**config.mk**
```make
export PLATFORM = sky130hd
export DESIGN_NAME = subresource_state_tracker
export DESIGN_NICKNAME = d
export VERILOG_FILES = /design/src/hdl/sst_pkg.sv /design/src/hdl/sst_ctrl.sv /design/src/hdl/sst_datapath.sv /design/src/hdl/subresource_state_tracker.sv
export SDC_FILE = /design/constraint.sdc
export NUM_CORES = 1
export LEC_CHECK = 0
export ABC_AREA = 1
export BUFFER_PORTS_ARGS = -buffer_cell sky130_fd_sc_hd__buf_2
export CORE_ASPECT_RATIO = 0.75
export CORE_MARGIN = 8
export CORE_UTILIZATION = 30
export DETAILED_ROUTE_END_ITERATION = 8
export GPL_TIMING_DRIVEN = 0
export PLACE_DENSITY = 0.45
export SLEW_MARGIN = 20
export SYNTH_ARGS = -nofsm -noshare
export SYNTH_HDL_FRONTEND = slang
export SYNTH_SLANG_ARGS = --single-unit
export TNS_END_PERCENT = 1
```
**constraint.sdc**
```tcl
create_clock -name clk -period 5.9 [get_ports clk]
set_clock_uncertainty 0.1 [all_clocks]
set_input_delay 0.295 -clock clk [delete_from_list [all_inputs] [get_ports clk]]
set_output_delay 0.295 -clock clk [all_outputs]
set_load 0.01 [all_outputs]
```
**src/hdl/sst_pkg.sv**
```systemverilog
package sst_pkg;

    // Default sizes of the tracked resource
    localparam int SUBRESOURCES_DEF = 32;
    localparam int STATE_BITS_DEF   = 24;

    // Width of the sub-part index fields on the ports
    localparam int PART_W = 5;

    // Freeze mask after reset
    localparam logic [31:0] FREEZE_RESET = 32'h0000_0EC3;

    // Configuration register indexes
    localparam logic REG_INITIAL = 1'b0;
    localparam logic REG_FREEZE  = 1'b1;

    // Commands from the controller to the datapath
    typedef struct packed {
        logic req_load;    // capture the request fields
        logic rd_sub;      // read override at the requested index
        logic rd_walk;     // read override at the walk counter
        logic sub_commit;  // update one override and produce its result
        logic walk_gen;    // produce a move back to the whole state
        logic walk_clear;  // drop the override at the walk counter
        logic whole_gen;   // produce the whole-state change and update it
        logic flush;       // hand the held result to the output as the final one
        logic cnt_clear;   // restart the walk counter
        logic cnt_inc;     // advance the walk counter
    } ctl_cmd_t;

    // Status from the datapath to the controller
    typedef struct packed {
        logic frozen;        // initial state overlaps the freeze mask
        logic req_whole;     // captured request targets the whole resource
        logic in_range;      // captured sub-part index names a real sub-part
        logic cur_eq_want;   // sub-part already has the desired state
        logic ovr_eq_whole;  // read override equals the whole state
        logic whole_eq_want; // whole state already has the desired state
        logic walk_valid;    // override valid at the walk counter
        logic cnt_last;      // walk counter at the last sub-part
        logic pend_valid;    // a result is held back
        logic gen_ok;        // a new result may be produced this cycle
    } dp_sts_t;

endpackage

```
**src/hdl/sst_ctrl.sv**
```systemverilog
module sst_ctrl
(
    input  logic               clk,
    input  logic               rst_n,
    input  logic               req_valid,
    input  sst_pkg::dp_sts_t   sts,
    output sst_pkg::ctl_cmd_t  cmd,
    output logic               req_stall
);

    localparam logic [2:0] ST_IDLE     = 3'd0;
    localparam logic [2:0] ST_DISPATCH = 3'd1;
    localparam logic [2:0] ST_SUB_CHK  = 3'd2;
    localparam logic [2:0] ST_WALK_RD  = 3'd3;
    localparam logic [2:0] ST_WALK_CHK = 3'd4;
    localparam logic [2:0] ST_WHOLE    = 3'd5;
    localparam logic [2:0] ST_FLUSH    = 3'd6;

    logic [2:0] state_reg;
    logic [2:0] state_next;

    // Take a request only while idle
    assign req_stall = (state_reg != ST_IDLE);

    // Sequence the request
    always_comb
    begin
        state_next = state_reg;
        cmd        = '0;
        case (state_reg)
            ST_IDLE:
            begin
                if (req_valid)
                begin
                    cmd.req_load = 1'b1;
                    state_next   = ST_DISPATCH;
                end
            end
            ST_DISPATCH:
            begin
                if (sts.frozen)
                begin
                    state_next = ST_IDLE;
                end
                else if (sts.req_whole)
                begin
                    cmd.cnt_clear = 1'b1;
                    state_next    = ST_WALK_RD;
                end
                else if (!sts.in_range)
                begin
                    state_next = ST_IDLE;
                end
                else
                begin
                    cmd.rd_sub = 1'b1;
                    state_next = ST_SUB_CHK;
                end
            end
            ST_SUB_CHK:
            begin
                if (sts.cur_eq_want)
                begin
                    state_next = ST_IDLE;
                end
                else
                begin
                    cmd.sub_commit = 1'b1;
                    state_next     = ST_FLUSH;
                end
            end
            ST_WALK_RD:
            begin
                if (sts.walk_valid)
                begin
                    cmd.rd_walk = 1'b1;
                    state_next  = ST_WALK_CHK;
                end
                else if (sts.cnt_last)
                begin
                    state_next = ST_WHOLE;
                end
                else
                begin
                    cmd.cnt_inc = 1'b1;
                end
            end
            ST_WALK_CHK:
            begin
                if (sts.ovr_eq_whole || sts.gen_ok)
                begin
                    cmd.walk_gen   = !sts.ovr_eq_whole;
                    cmd.walk_clear = 1'b1;
                    if (sts.cnt_last)
                    begin
                        state_next = ST_WHOLE;
                    end
                    else
                    begin
                        cmd.cnt_inc = 1'b1;
                        state_next  = ST_WALK_RD;
                    end
                end
            end
            ST_WHOLE:
            begin
                if (sts.whole_eq_want)
                begin
                    state_next = ST_FLUSH;
                end
                else if (sts.gen_ok)
                begin
                    cmd.whole_gen = 1'b1;
                    state_next    = ST_FLUSH;
                end
            end
            ST_FLUSH:
            begin
                if (!sts.pend_valid)
                begin
                    state_next = ST_IDLE;
                end
                else if (sts.gen_ok)
                begin
                    cmd.flush  = 1'b1;
                    state_next = ST_IDLE;
                end
            end
            default:
            begin
                state_next = ST_IDLE;
            end
        endcase
    end

    always_ff @(posedge clk or negedge rst_n)
    begin
        if (!rst_n)
        begin
            state_reg <= ST_IDLE;
        end
        else
        begin
            state_reg <= state_next;
        end
    end

endmodule

```
**src/hdl/sst_datapath.sv**
```systemverilog
module sst_datapath
#(
    parameter int SUBRESOURCES = sst_pkg::SUBRESOURCES_DEF,
    parameter int STATE_BITS   = sst_pkg::STATE_BITS_DEF
)
(
    input  logic                          clk,
    input  logic                          rst_n,
    input  sst_pkg::ctl_cmd_t             cmd,
    output sst_pkg::dp_sts_t              sts,
    input  logic                          cfg_we,
    input  logic                          cfg_index,
    input  logic [STATE_BITS-1:0]         cfg_data,
    input  logic                          action,
    input  logic [sst_pkg::PART_W-1:0]    sub_index,
    input  logic [STATE_BITS-1:0]         desired_state,
    input  logic                          res_stall,
    output logic                          res_valid,
    output logic                          is_whole,
    output logic [sst_pkg::PART_W-1:0]    part_index,
    output logic [STATE_BITS-1:0]         before_state,
    output logic [STATE_BITS-1:0]         after_state,
    output logic                          last
);

    localparam int PW    = sst_pkg::PART_W;
    localparam int IDX_W = (SUBRESOURCES > 1) ? $clog2(SUBRESOURCES) : 1;
    localparam int CMP_W = ((IDX_W > PW) ? IDX_W : PW) + 1;

    // Configuration and whole state
    logic [STATE_BITS-1:0] init_reg;
    logic [STATE_BITS-1:0] freeze_reg;
    logic [STATE_BITS-1:0] whole_reg;

    // Captured request
    logic                  req_action_reg;
    logic [PW-1:0]         req_idx_reg;
    logic [STATE_BITS-1:0] req_want_reg;

    // Overrides
    logic [SUBRESOURCES-1:0] valid_reg;
    logic [STATE_BITS-1:0]   ovr_mem [SUBRESOURCES];
    logic [STATE_BITS-1:0]   rd_data_reg;

    // Walk counter
    logic [IDX_W-1:0] cnt_reg;

    // Held result and output register
    logic                  pend_valid_reg;
    logic                  pend_whole_reg;
    logic [PW-1:0]         pend_idx_reg;
    logic [STATE_BITS-1:0] pend_before_reg;
    logic [STATE_BITS-1:0] pend_after_reg;

    logic                  out_valid_reg;
    logic                  out_whole_reg;
    logic [PW-1:0]         out_idx_reg;
    logic [STATE_BITS-1:0] out_before_reg;
    logic [STATE_BITS-1:0] out_after_reg;
    logic                  out_last_reg;

    logic [IDX_W+PW-1:0]   sub_wide;
    logic [IDX_W+PW-1:0]   cnt_wide;
    logic [IDX_W-1:0]      sub_addr;
    logic [PW-1:0]         cnt_part;
    logic [IDX_W-1:0]      rd_addr;
    logic                  rd_en;
    logic [STATE_BITS-1:0] cur_state;
    logic                  gen;
    logic                  out_free;
    logic                  cand_whole;
    logic [PW-1:0]         cand_idx;
    logic [STATE_BITS-1:0] cand_before;
    logic [STATE_BITS-1:0] cand_after;

    // Map between port index width and storage index width
    assign sub_wide = {{IDX_W{1'b0}}, req_idx_reg};
    assign sub_addr = sub_wide[IDX_W-1:0];
    assign cnt_wide = {{PW{1'b0}}, cnt_reg};
    assign cnt_part = cnt_wide[PW-1:0];

    assign rd_en   = cmd.rd_sub | cmd.rd_walk;
    assign rd_addr = cmd.rd_walk ? cnt_reg : sub_addr;

    assign cur_state = valid_reg[sub_addr] ? rd_data_reg : whole_reg;
    assign out_free  = !out_valid_reg || !res_stall;
    assign gen       = cmd.sub_commit | cmd.walk_gen | cmd.whole_gen;

    // Status toward the controller
    always_comb
    begin
        sts               = '0;
        sts.frozen        = |(init_reg & freeze_reg);
        sts.req_whole     = req_action_reg;
        sts.in_range      = (CMP_W'(req_idx_reg) < CMP_W'(SUBRESOURCES));
        sts.cur_eq_want   = (cur_state == req_want_reg);
        sts.ovr_eq_whole  = (rd_data_reg == whole_reg);
        sts.whole_eq_want = (whole_reg == req_want_reg);
        sts.walk_valid    = valid_reg[cnt_reg];
        sts.cnt_last      = (cnt_reg == IDX_W'(SUBRESOURCES - 1));
        sts.pend_valid    = pend_valid_reg;
        sts.gen_ok        = !pend_valid_reg || out_free;
    end

    // Select the result being produced
    always_comb
    begin
        cand_whole  = 1'b0;
        cand_idx    = req_idx_reg;
        cand_before = cur_state;
        cand_after  = req_want_reg;
        if (cmd.walk_gen)
        begin
            cand_idx    = cnt_part;
            cand_before = rd_data_reg;
            cand_after  = whole_reg;
        end
        else if (cmd.whole_gen)
        begin
            cand_whole  = 1'b1;
            cand_idx    = '0;
            cand_before = whole_reg;
        end
    end

    // Capture the request
    always_ff @(posedge clk)
    begin
        if (cmd.req_load)
        begin
            req_idx_reg  <= sub_index;
            req_want_reg <= desired_state;
        end
    end

    // Override storage with registered read
    always_ff @(posedge clk)
    begin
        if (cmd.sub_commit && (req_want_reg != whole_reg))
        begin
            ovr_mem[sub_addr] <= req_want_reg;
        end
        if (rd_en)
        begin
            rd_data_reg <= ovr_mem[rd_addr];
        end
    end

    // Held result payload
    always_ff @(posedge clk)
    begin
        if (gen)
        begin
            pend_whole_reg  <= cand_whole;
            pend_idx_reg    <= cand_idx;
            pend_before_reg <= cand_before;
            pend_after_reg  <= cand_after;
        end
    end

    // Output payload: push the held result when it is replaced or flushed
    always_ff @(posedge clk)
    begin
        if ((gen || cmd.flush) && pend_valid_reg)
        begin
            out_whole_reg  <= pend_whole_reg;
            out_idx_reg    <= pend_idx_reg;
            out_before_reg <= pend_before_reg;
            out_after_reg  <= pend_after_reg;
            out_last_reg   <= cmd.flush;
        end
    end

    // Control state, configuration, whole state and valid bits
    always_ff @(posedge clk or negedge rst_n)
    begin
        if (!rst_n)
        begin
            init_reg       <= '0;
            freeze_reg     <= sst_pkg::FREEZE_RESET[STATE_BITS-1:0];
            whole_reg      <= '0;
            req_action_reg <= 1'b0;
            valid_reg      <= '0;
            cnt_reg        <= '0;
            pend_valid_reg <= 1'b0;
            out_valid_reg  <= 1'b0;
        end
        else
        begin
            if (cfg_we && (cfg_index == sst_pkg::REG_INITIAL))
            begin
                init_reg  <= cfg_data;
                whole_reg <= cfg_data;
            end
            if (cfg_we && (cfg_index == sst_pkg::REG_FREEZE))
            begin
                freeze_reg <= cfg_data;
            end
            if (cmd.req_load)
            begin
                req_action_reg <= action;
            end
            if (cmd.whole_gen)
            begin
                whole_reg <= req_want_reg;
            end

            if (cmd.sub_commit)
            begin
                valid_reg[sub_addr] <= (req_want_reg != whole_reg);
            end
            if (cmd.walk_clear)
            begin
                valid_reg[cnt_reg] <= 1'b0;
            end

            if (cmd.cnt_clear)
            begin
                cnt_reg <= '0;
            end
            else if (cmd.cnt_inc)
            begin
                cnt_reg <= cnt_reg + 1'b1;
            end

            if (gen)
            begin
                pend_valid_reg <= 1'b1;
            end
            else if (cmd.flush)
            begin
                pend_valid_reg <= 1'b0;
            end

            if ((gen || cmd.flush) && pend_valid_reg)
            begin
                out_valid_reg <= 1'b1;
            end
            else if (!res_stall)
            begin
                out_valid_reg <= 1'b0;
            end
        end
    end

    assign res_valid    = out_valid_reg;
    assign is_whole     = out_whole_reg;
    assign part_index   = out_idx_reg;
    assign before_state = out_before_reg;
    assign after_state  = out_after_reg;
    assign last         = out_last_reg;

endmodule

```
**src/hdl/subresource_state_tracker.sv**
```systemverilog
// Resource usage-state tracker: one whole-resource state plus per-sub-part overrides.
// Request channel (req_valid / req_stall): action, sub_index, desired_state. A
// transfer takes place when req_valid is high and req_stall is low; req_stall is
// high from the cycle after a transfer until the request is fully finished.
// Result channel (res_valid / res_stall): is_whole, part_index, before_state,
// after_state, last. A request yields zero or more results; last marks its final one.
// Configuration: cfg_we with cfg_index 0 writes initial_state (also reloads the
// whole state), index 1 writes freeze_mask. Write only while the block is idle.
// Sequence: a sub-part request is dispatched, checked against its current state and,
// when it changes, committed and handed off as a result; a frozen or out-of-range
// request ends at dispatch. A whole request walks every sub-part through the shared
// override memory, moving each differing override back to the whole state, then
// updates the whole state and hands off the final result before returning to idle.
// Results leave through a one-deep hold stage and an output register; while the
// receiver stalls, the output holds and the walk pauses at the next result.
// Reset clears all overrides, loads whole state and initial_state with zero and
// the freeze mask with its default; the block leaves reset idle and ready for a request.
module subresource_state_tracker
#(
    parameter int SUBRESOURCES = sst_pkg::SUBRESOURCES_DEF,
    parameter int STATE_BITS   = sst_pkg::STATE_BITS_DEF
)
(
    input  logic                          clk,
    input  logic                          rst_n,
    input  logic                          cfg_we,
    input  logic                          cfg_index,
    input  logic [STATE_BITS-1:0]         cfg_data,
    input  logic                          req_valid,
    output logic                          req_stall,
    input  logic                          action,
    input  logic [sst_pkg::PART_W-1:0]    sub_index,
    input  logic [STATE_BITS-1:0]         desired_state,
    output logic                          res_valid,
    input  logic                          res_stall,
    output logic                          is_whole,
    output logic [sst_pkg::PART_W-1:0]    part_index,
    output logic [STATE_BITS-1:0]         before_state,
    output logic [STATE_BITS-1:0]         after_state,
    output logic                          last
);

    sst_pkg::ctl_cmd_t cmd;
    sst_pkg::dp_sts_t  sts;

    sst_ctrl u_ctrl
    (
        .clk       (clk),
        .rst_n     (rst_n),
        .req_valid (req_valid),
        .sts       (sts),
        .cmd       (cmd),
        .req_stall (req_stall)
    );

    sst_datapath
    #(
        .SUBRESOURCES (SUBRESOURCES),
        .STATE_BITS   (STATE_BITS)
    )
    u_datapath
    (
        .clk           (clk),
        .rst_n         (rst_n),
        .cmd           (cmd),
        .sts           (sts),
        .cfg_we        (cfg_we),
        .cfg_index     (cfg_index),
        .cfg_data      (cfg_data),
        .action        (action),
        .sub_index     (sub_index),
        .desired_state (desired_state),
        .res_stall     (res_stall),
        .res_valid     (res_valid),
        .is_whole      (is_whole),
        .part_index    (part_index),
        .before_state  (before_state),
        .after_state   (after_state),
        .last          (last)
    );

    // Nothing is held back while the block is idle
    assert property (@(posedge clk) disable iff (!rst_n)
        !req_stall |-> !sts.pend_valid)
        else $error("held result while idle");

    // At most one result action per cycle
    assert property (@(posedge clk) disable iff (!rst_n)
        $onehot0({cmd.sub_commit, cmd.walk_gen, cmd.whole_gen, cmd.flush}))
        else $error("conflicting result commands");

    // A push into the output never overwrites a stalled result
    assert property (@(posedge clk) disable iff (!rst_n)
        ((cmd.sub_commit || cmd.walk_gen || cmd.whole_gen || cmd.flush)
            && sts.pend_valid) |-> (!res_valid || !res_stall))
        else $error("output overwritten while stalled");

    // A final result ends the request: the block is idle right after it is pushed
    assert property (@(posedge clk) disable iff (!rst_n)
        cmd.flush |=> !req_stall)
        else $error("block busy after final result");

endmodule

```
Yosys cells after proc, flatten, opt, wreduce, memory -nomap -nowiden

Memory sizes are Yosys's and may differ from the RTL's. A register that Yosys moved wholly into a read port is not among the register bits.
Cells that the tools add are included.

Memories: 1
Logic and storage cells: 136
Output and inout port bits: 57
Flip-flop bits (word level): 253
Input bits: 60
RAM bits: 768

Memories:

| name               | depth | bits a word | read ports | clocked after memory_dff | write ports | line               | RTL |
|---|---|---|---|---|---|---|---|
| u_datapath.ovr_mem | 32    | 24          | 1          | 1                        | 1           | sst_datapath.sv:42 | `logic [STATE_BITS-1:0] ovr_mem [SUBRESOURCES];` |

Equal/unequal tests: 17
Muxes and demuxes: 65
Bitwise gates (word level): 7
Add/subtract/negate cells: 1
Order comparisons: 4
Reduce and logical (&&, ||, !) cells: 21

Operators by type and width:

| operator                                                           | number |
|---|---|
| two-way mux 24 bit                                                 | 6 |
| == test 24 bit                                                     | 3 |
| two-way mux 32 bit                                                 | 2 |
| two-way mux 3 bit                                                  | 11 |
| AND 32 bit                                                         | 1 |
| bitwise mux 32 bit                                                 | 1 |
| two-way mux 1 bit                                                  | 32 |
| inverter 32 bit                                                    | 1 |
| two-way mux 5 bit                                                  | 5 |
| AND 24 bit                                                         | 1 |
| inequality test 24 bit                                             | 1 |
| OR reduction 24 bit                                                | 1 |
| case mux 3 bit (7 select lines)                                    | 1 |
| less-than comparator 5 x 6 -> 1 bit (second input constant)        | 2 |
| binary-select mux 1 bit (select 5 bit)                             | 2 |
| demux 1 bit (select 5 bit)                                         | 2 |
| greater-or-equal comparator 5 x 1 -> 1 bit (second input constant) | 2 |
| == test 3 bit (second input constant)                              | 3 |
| == test 3 x 2 -> 1 bit (second input constant)                     | 2 |
| logical AND 1 bit                                                  | 6 |
| inequality test 3 bit (second input constant)                      | 2 |
| nonzero test 2 bit                                                 | 3 |
| adder 5 x 1 -> 5 bit (second input constant)                       | 1 |
| == test 5 bit (second input constant)                              | 1 |
| other kinds (13)                                                   | 23 |

Logic depth before layout (Yosys ltp)

Depth in word-level cells: 11
Mapped depth: 25
Gate-level depth less buffers: 21

By module

A second synthesis with hierarchy kept.

Cell total of the unflattened synthesis: 3530
Area total of the unflattened synthesis: 43020.0 um2

Modules (own cells, without submodules):

| module       | instances | sequential area each (um2) | cells each | area an instance (um2) |
|---|---|---|---|---|
| sst_datapath | 1         | 30738.2                    | 3455       | 42613.4 |
| sst_ctrl     | 1         | 75.1                       | 75         | 406.6 |

Worst setup path after synthesis

OpenSTA, ideal clock, no wires.

Kind: register to register
From: reg u_datapath.req_idx_reg[0]
To: reg u_datapath.out_after_reg[0] (netlist: u_datapath.after_state[0]) (enable)
Path buffers: 3
Library setup time: 414 ps
Data arrival time: 4605 ps
Path slack: 781 ps
Period minus slack after synthesis: 5119 ps
Cell stages (with the launch flop): 23
Required time: 5386 ps
Cell sequence: edfxtp_1 > buf_4 > buf_4 > nand2_1 > o21ai_0 > nand2_1 > nand2_1 > nand2_1 > nand2_1 > nor2_4 > buf_2 > nand3_1 > nand2_1 > nand2_1 > nand2_1 > nor2_1 > nand2_1 > nor2_1 > nand3_2 > nand2_4 > nand2_1 > nand2_1 > nand2_1

Word-level cells in the longest chain between the ends: 10

Ends and longest elaborated chain:

| item                                    | line                | RTL |
|---|---|---|
| start: declaration                      | sst_datapath.sv:37  | `logic [PW-1:0] req_idx_reg;` |
| start signal: assignment                | sst_datapath.sv:131 | `req_idx_reg <= sub_index;` |
| binary-select mux 1 bit (select 5 bit)  | sst_datapath.sv:85  | `assign cur_state = valid_reg[sub_addr] ? rd_data_reg : whole_reg;` |
| two-way mux 1 bit (implied by the code) | sst_datapath.sv:85  |  |
| two-way mux 24 bit                      | sst_datapath.sv:85  |  |
| == test 24 bit                          | sst_datapath.sv:96  | `sts.cur_eq_want = (cur_state == req_want_reg);` |
| two-way mux 1 bit                       | sst_ctrl.sv:62      | `if (sts.cur_eq_want)` |
| two-way mux 1 bit                       | sst_ctrl.sv:30      | `case (state_reg)` |
| OR 1 bit (2 in series)                  | sst_datapath.sv:87  | `assign gen = cmd.sub_commit \| cmd.walk_gen \| cmd.whole_gen;` |
| net u_datapath.gen                      | sst_datapath.sv:69  | `logic gen;` |
| logical OR 1 bit                        | sst_datapath.sv:164 | `if ((gen \|\| cmd.flush) && pend_valid_reg)` |
| logical AND 1 bit                       | sst_datapath.sv:164 |  |
| end signal: assignment                  | sst_datapath.sv:169 | `out_after_reg <= pend_after_reg;` |
| end: declaration                        | sst_datapath.sv:59  | `logic [STATE_BITS-1:0] out_after_reg;` |

The timed path passes the listed nets, and every way through them passes these cells. The select of a mux whose other input is x is not followed.
A chain may end at the register's enable or synchronous reset.

Final worst setup path

From: reg u_datapath.req_want_reg[10]
To: reg u_datapath.pend_before_reg[21], data pin

Word-level cells in the longest chain between the ends: 5

Ends and longest elaborated chain:

| item                           | line                | RTL |
|---|---|---|
| start: declaration             | sst_datapath.sv:38  | `logic [STATE_BITS-1:0] req_want_reg;` |
| start signal: assignment       | sst_datapath.sv:132 | `req_want_reg <= desired_state;` |
| == test 24 bit                 | sst_datapath.sv:98  | `sts.whole_eq_want = (whole_reg == req_want_reg);` |
| two-way mux 1 bit              | sst_ctrl.sv:107     | `if (sts.whole_eq_want)` |
| two-way mux 1 bit              | sst_ctrl.sv:30      |  |
| two-way mux 24 bit             | sst_datapath.sv:118 | `else if (cmd.whole_gen)` |
| two-way mux 24 bit             | sst_datapath.sv:112 | `if (cmd.walk_gen)` |
| net u_datapath.cand_before[21] | sst_datapath.sv:73  | `logic [STATE_BITS-1:0] cand_before;` |
| end signal: assignment         | sst_datapath.sv:156 | `pend_before_reg <= cand_before;` |
| end: declaration               | sst_datapath.sv:52  | `logic [STATE_BITS-1:0] pend_before_reg;` |

The timed path passes the listed nets, and every way through them passes these cells.

==> impl_metrics.sql <==
INSERT INTO impl_metrics (metric_group, metric, value, unit) VALUES
('outcome', 'run_status', 'completed', ''),
('sta', 'setup_viol_count_final', '0', ''),
('power', 'static-leakage-power', '23.5', 'nW'),
('power', 'vdd_drop_max', '0.268', 'mV'),
('setup_path', 'number_of_stages_on_the_worst_setup_path', '15', ''),
('final_layout', 'fillers', '15353', ''),
('floorplan', 'placeableCoreArea', '154000', 'um^2'),
('power', 'power.density', '444', 'nW/um^2'),
('sta', 'timing.slew.headroom', '0.184', ''),
('synth', 'synth.top_cells.by_area', 'edfxtp_1, nand2_1, nand3_1, dfrtp_1, inv_1', ''),
('sta', 'hold_viol', '0', ''),
('routing', 'post-route-drc-count', '0', ''),
('floorplan', 'design.die.area', '168000', 'um^2'),
('setup_path', 'worst-r2r-setup-slack', '0.40', 'ns'),
('setup_path', 'setup.worst_path.end_class', 'flip-flop', ''),
('setup_path', 'worst-setup-path-type', 'reg2reg', ''),
('sta', 'period_needed', '5.50', 'ns'),
('synth', 'post_synth_inst_count', '4717', ''),
('routing', 'via_per_inst', '4.79', ''),
('routing', 'wire_per_inst', '23.1', 'um'),
('floorplan', 'dieWidth', '471', 'um'),
('min_path', 'worstHoldPathType', 'in2async', ''),
('clock_network', 'cts_tree', 'done', ''),
('synth', 'synth_top_area_frac', '0.600', ''),
('final_layout', 'nets', '5176', ''),
('setup_path', 'required', '6.19', 'ns'),
('sta', 'rsz0062_at_grt', 'false', ''),
('synth', 'yosys_warnings', '0', ''),
('setup_path', 'critical_path.top_delay_family', 'buffers and inverters', ''),
('synth', 'synth.top_cells.by_count', 'nand2_1, edfxtp_1, inv_1', ''),
('final_layout', 'layout.cells.non_filler', '7240', ''),
('global_route', 'global_route.usage.total', '0.194', ''),
('setup_path', 'critical_path.cell_chain', 'buf_6 -> buf_8 -> inv_1 -> nand2_1 -> a21oi_1 -> nand3_1 -> nor2_1 -> nand3_1 -> nand2_1 -> nor2_1 -> clkinv_1 -> nand2_1 -> clkbuf_1 -> clkbuf_2 -> o221ai_1', ''),
('synth', 'postSynth.topFlopCell', 'edfxtp_1', ''),
('synth', 'synth_top_family_by_area', 'simple AND/OR/NAND/NOR gates', ''),
('final_layout', 'layout.core_utilization', '0.365', ''),
('routing', 'drt_iter0_markers', '3967', ''),
('global_route', 'wire_length_of_the_first_global_routing_pass', '237', 'mm'),
('clock_network', 'clkTransAtPathRegs', '0.07', 'ns'),
('placement', 'place.gp.congestion', '0.901', ''),
('global_route', 'pin_count_of_the_biggest_net_entering_global_routing', '75', ''),
('setup_path', 'cp-start-kind', 'flip-flop', ''),
('synth', 'synth.most_common_cell', 'nand2_1', ''),
('setup_path', 'slowest_stage', 'edfxtp_1', ''),
('synth', 'asyncSetResetFlopFracSynth', '0.110', ''),
('global_route', 'antenna_found_initial', '10', ''),
('routing', 'total_vias_in_the_final_route', '34699', ''),
('sta', 'finalMaxSlewViolations', '0', ''),
('clock_network', 'clock_root_cell', 'clkbuf_16', ''),
('routing', 'antenna_violating_nets_post_route', '0', ''),
('setup_path', 'arrival', '5.79', 'ns'),
('clock_network', 'max-clock-path-buffers', '3', ''),
('synth', 'synth_adder_area_share', '0.00135', ''),
('synth', 'postSynthRegisterBits', '1045', ''),
('clock_network', 'clk-insertion-delay-late', '0.75', 'ns'),
('synth', 'synth.net_count', '4782', ''),
('setup_path', 'path_common_cell', 'nand2_1', ''),
('clock_network', 'post_cts.repair.setup_buffers', '0', ''),
('sta', 'timing_worst_slew_pin_value', '1.22', 'ns'),
('job', 'cap_violations', '0', ''),
('sta', 'holdWs', '0.0443', 'ns'),
('sta', 'max_freq', '182', 'MHz'),
('final_layout', 'flip_flop_count_of_the_largest_register_after_layout', '768', ''),
('clock_network', 'cts_sinks', '1045', ''),
('synth', 'cell_area_synth', '46500', 'um^2'),
('sta', 'post-route-period-util', '0.931', ''),
('setup_path', 'source_of_the_worst_register_to_register_timing_path', 'u_datapath.req_want_reg[10]', ''),
('placement', 'dp.cells', '6969', ''),
('sta', 'setup_ws', '0.404', 'ns'),
('global_route', 'via_count_of_the_first_global_routing_pass', '32503', ''),
('floorplan', 'start_util', '0.301', '');
[timing repair]
action / CTS / global route
gates resized for setup: 0 / 3
endpoints found under the hold margin: 209 / 0
hold buffers: 63 / 0
endpoints found under the setup margin: 0 / 4
[worst max path at each step]
stage                                endpoint  slack [ns]                        start
2_1_floorplan       u_datapath.after_state[0]        0.78    u_datapath.req_idx_reg[0]
3_3_place_gp       u_datapath.after_state[20]       -3.51  u_datapath.req_want_reg[10]
3_5_place_dp   u_datapath.pend_before_reg[21]        0.26  u_datapath.req_want_reg[10]
4_1_cts        u_datapath.pend_before_reg[21]        0.21  u_datapath.req_want_reg[10]
5_1_grt        u_datapath.pend_before_reg[21]        0.25  u_datapath.req_want_reg[10]
6_report       u_datapath.pend_before_reg[21]        0.40  u_datapath.req_want_reg[10]
[layer usage]
| metal | track usage | routed length (um) |
|---|---|---|
| met3 | 0.0590 | 15500 |
| met1 | 0.297 | 81300 |
| met2 | 0.262 | 65400 |
| met4 | 0.0503 | 4620 |
| met5 | 0 | 41 |
[tightest hold or removal path: stages]
cell           delay (ns)
dlygate4sd3_1        0.56
buf_8                0.14
buf_16               0.25
[power breakdown]
part	switching, mW	leakage [nW]	internal (mW)
Combinational	5.72	11.8	2.16
Sequential	0.578	9.83	9.30
Clock	3.09	1.82	4.15
[kinds of logic after synthesis]
kind of cell | after synthesis
adders and majority gates | 5
buffers and inverters | 888
and+or+nand+nor | 2458
DFF | 1045
AOI/OAI and AO/OA | 283
xor gates and xnor gates | 35
muxes | 3
[through the flow]
| step | setup TNS, ns | instance area (um^2) | total power, mW |
|---|---|---|---|
| after detailed placement | 0 | 51900 | 17.7 |
| after CTS | 0 | 56300 | 25.0 |
| after global placement | -698.71 | 49600 | 17.4 |
| after global routing | 0 | 56300 | 26.2 |
| final | 0 | 56300 | 25.0 |
| after floorplan | 0 | 46500 | 13.9 |
[cell usage in the layout (no fill, tap or decap), types with 62 or more instances in the layout]
cell / n
nand2_1: 1612
edfxtp_1: 930
inv_1: 653
nand3_1: 640
buf_2: 218
o21ai_0: 174
clkbuf_1: 116
nor2_1: 110
clkbuf_16: 109
dfrtp_1: 108
dlygate4sd3_1: 62
[cell type report]
| type | count | area (um^2) | share of cell area |
|---|---|---|---|
| flip-flops and latches | 1045 | 30800 | 0.547 |
| inverters | 662 | 2480 | 0.0441 |
| clock buffers | 137 | 2880 | 0.0512 |
| multi-input cells | 2784 | 12400 | 0.221 |
| diodes | 2 | 5.00 | 0.0000888 |
| repair buffers | 283 | 3270 | 0.0580 |
| well taps | 2032 | 2540 | 0.0451 |
| clock inverters | 69 | 843 | 0.0150 |
| plain buffers | 226 | 1040 | 0.0185 |
Note: power is estimated with default switching activity, not from simulation.
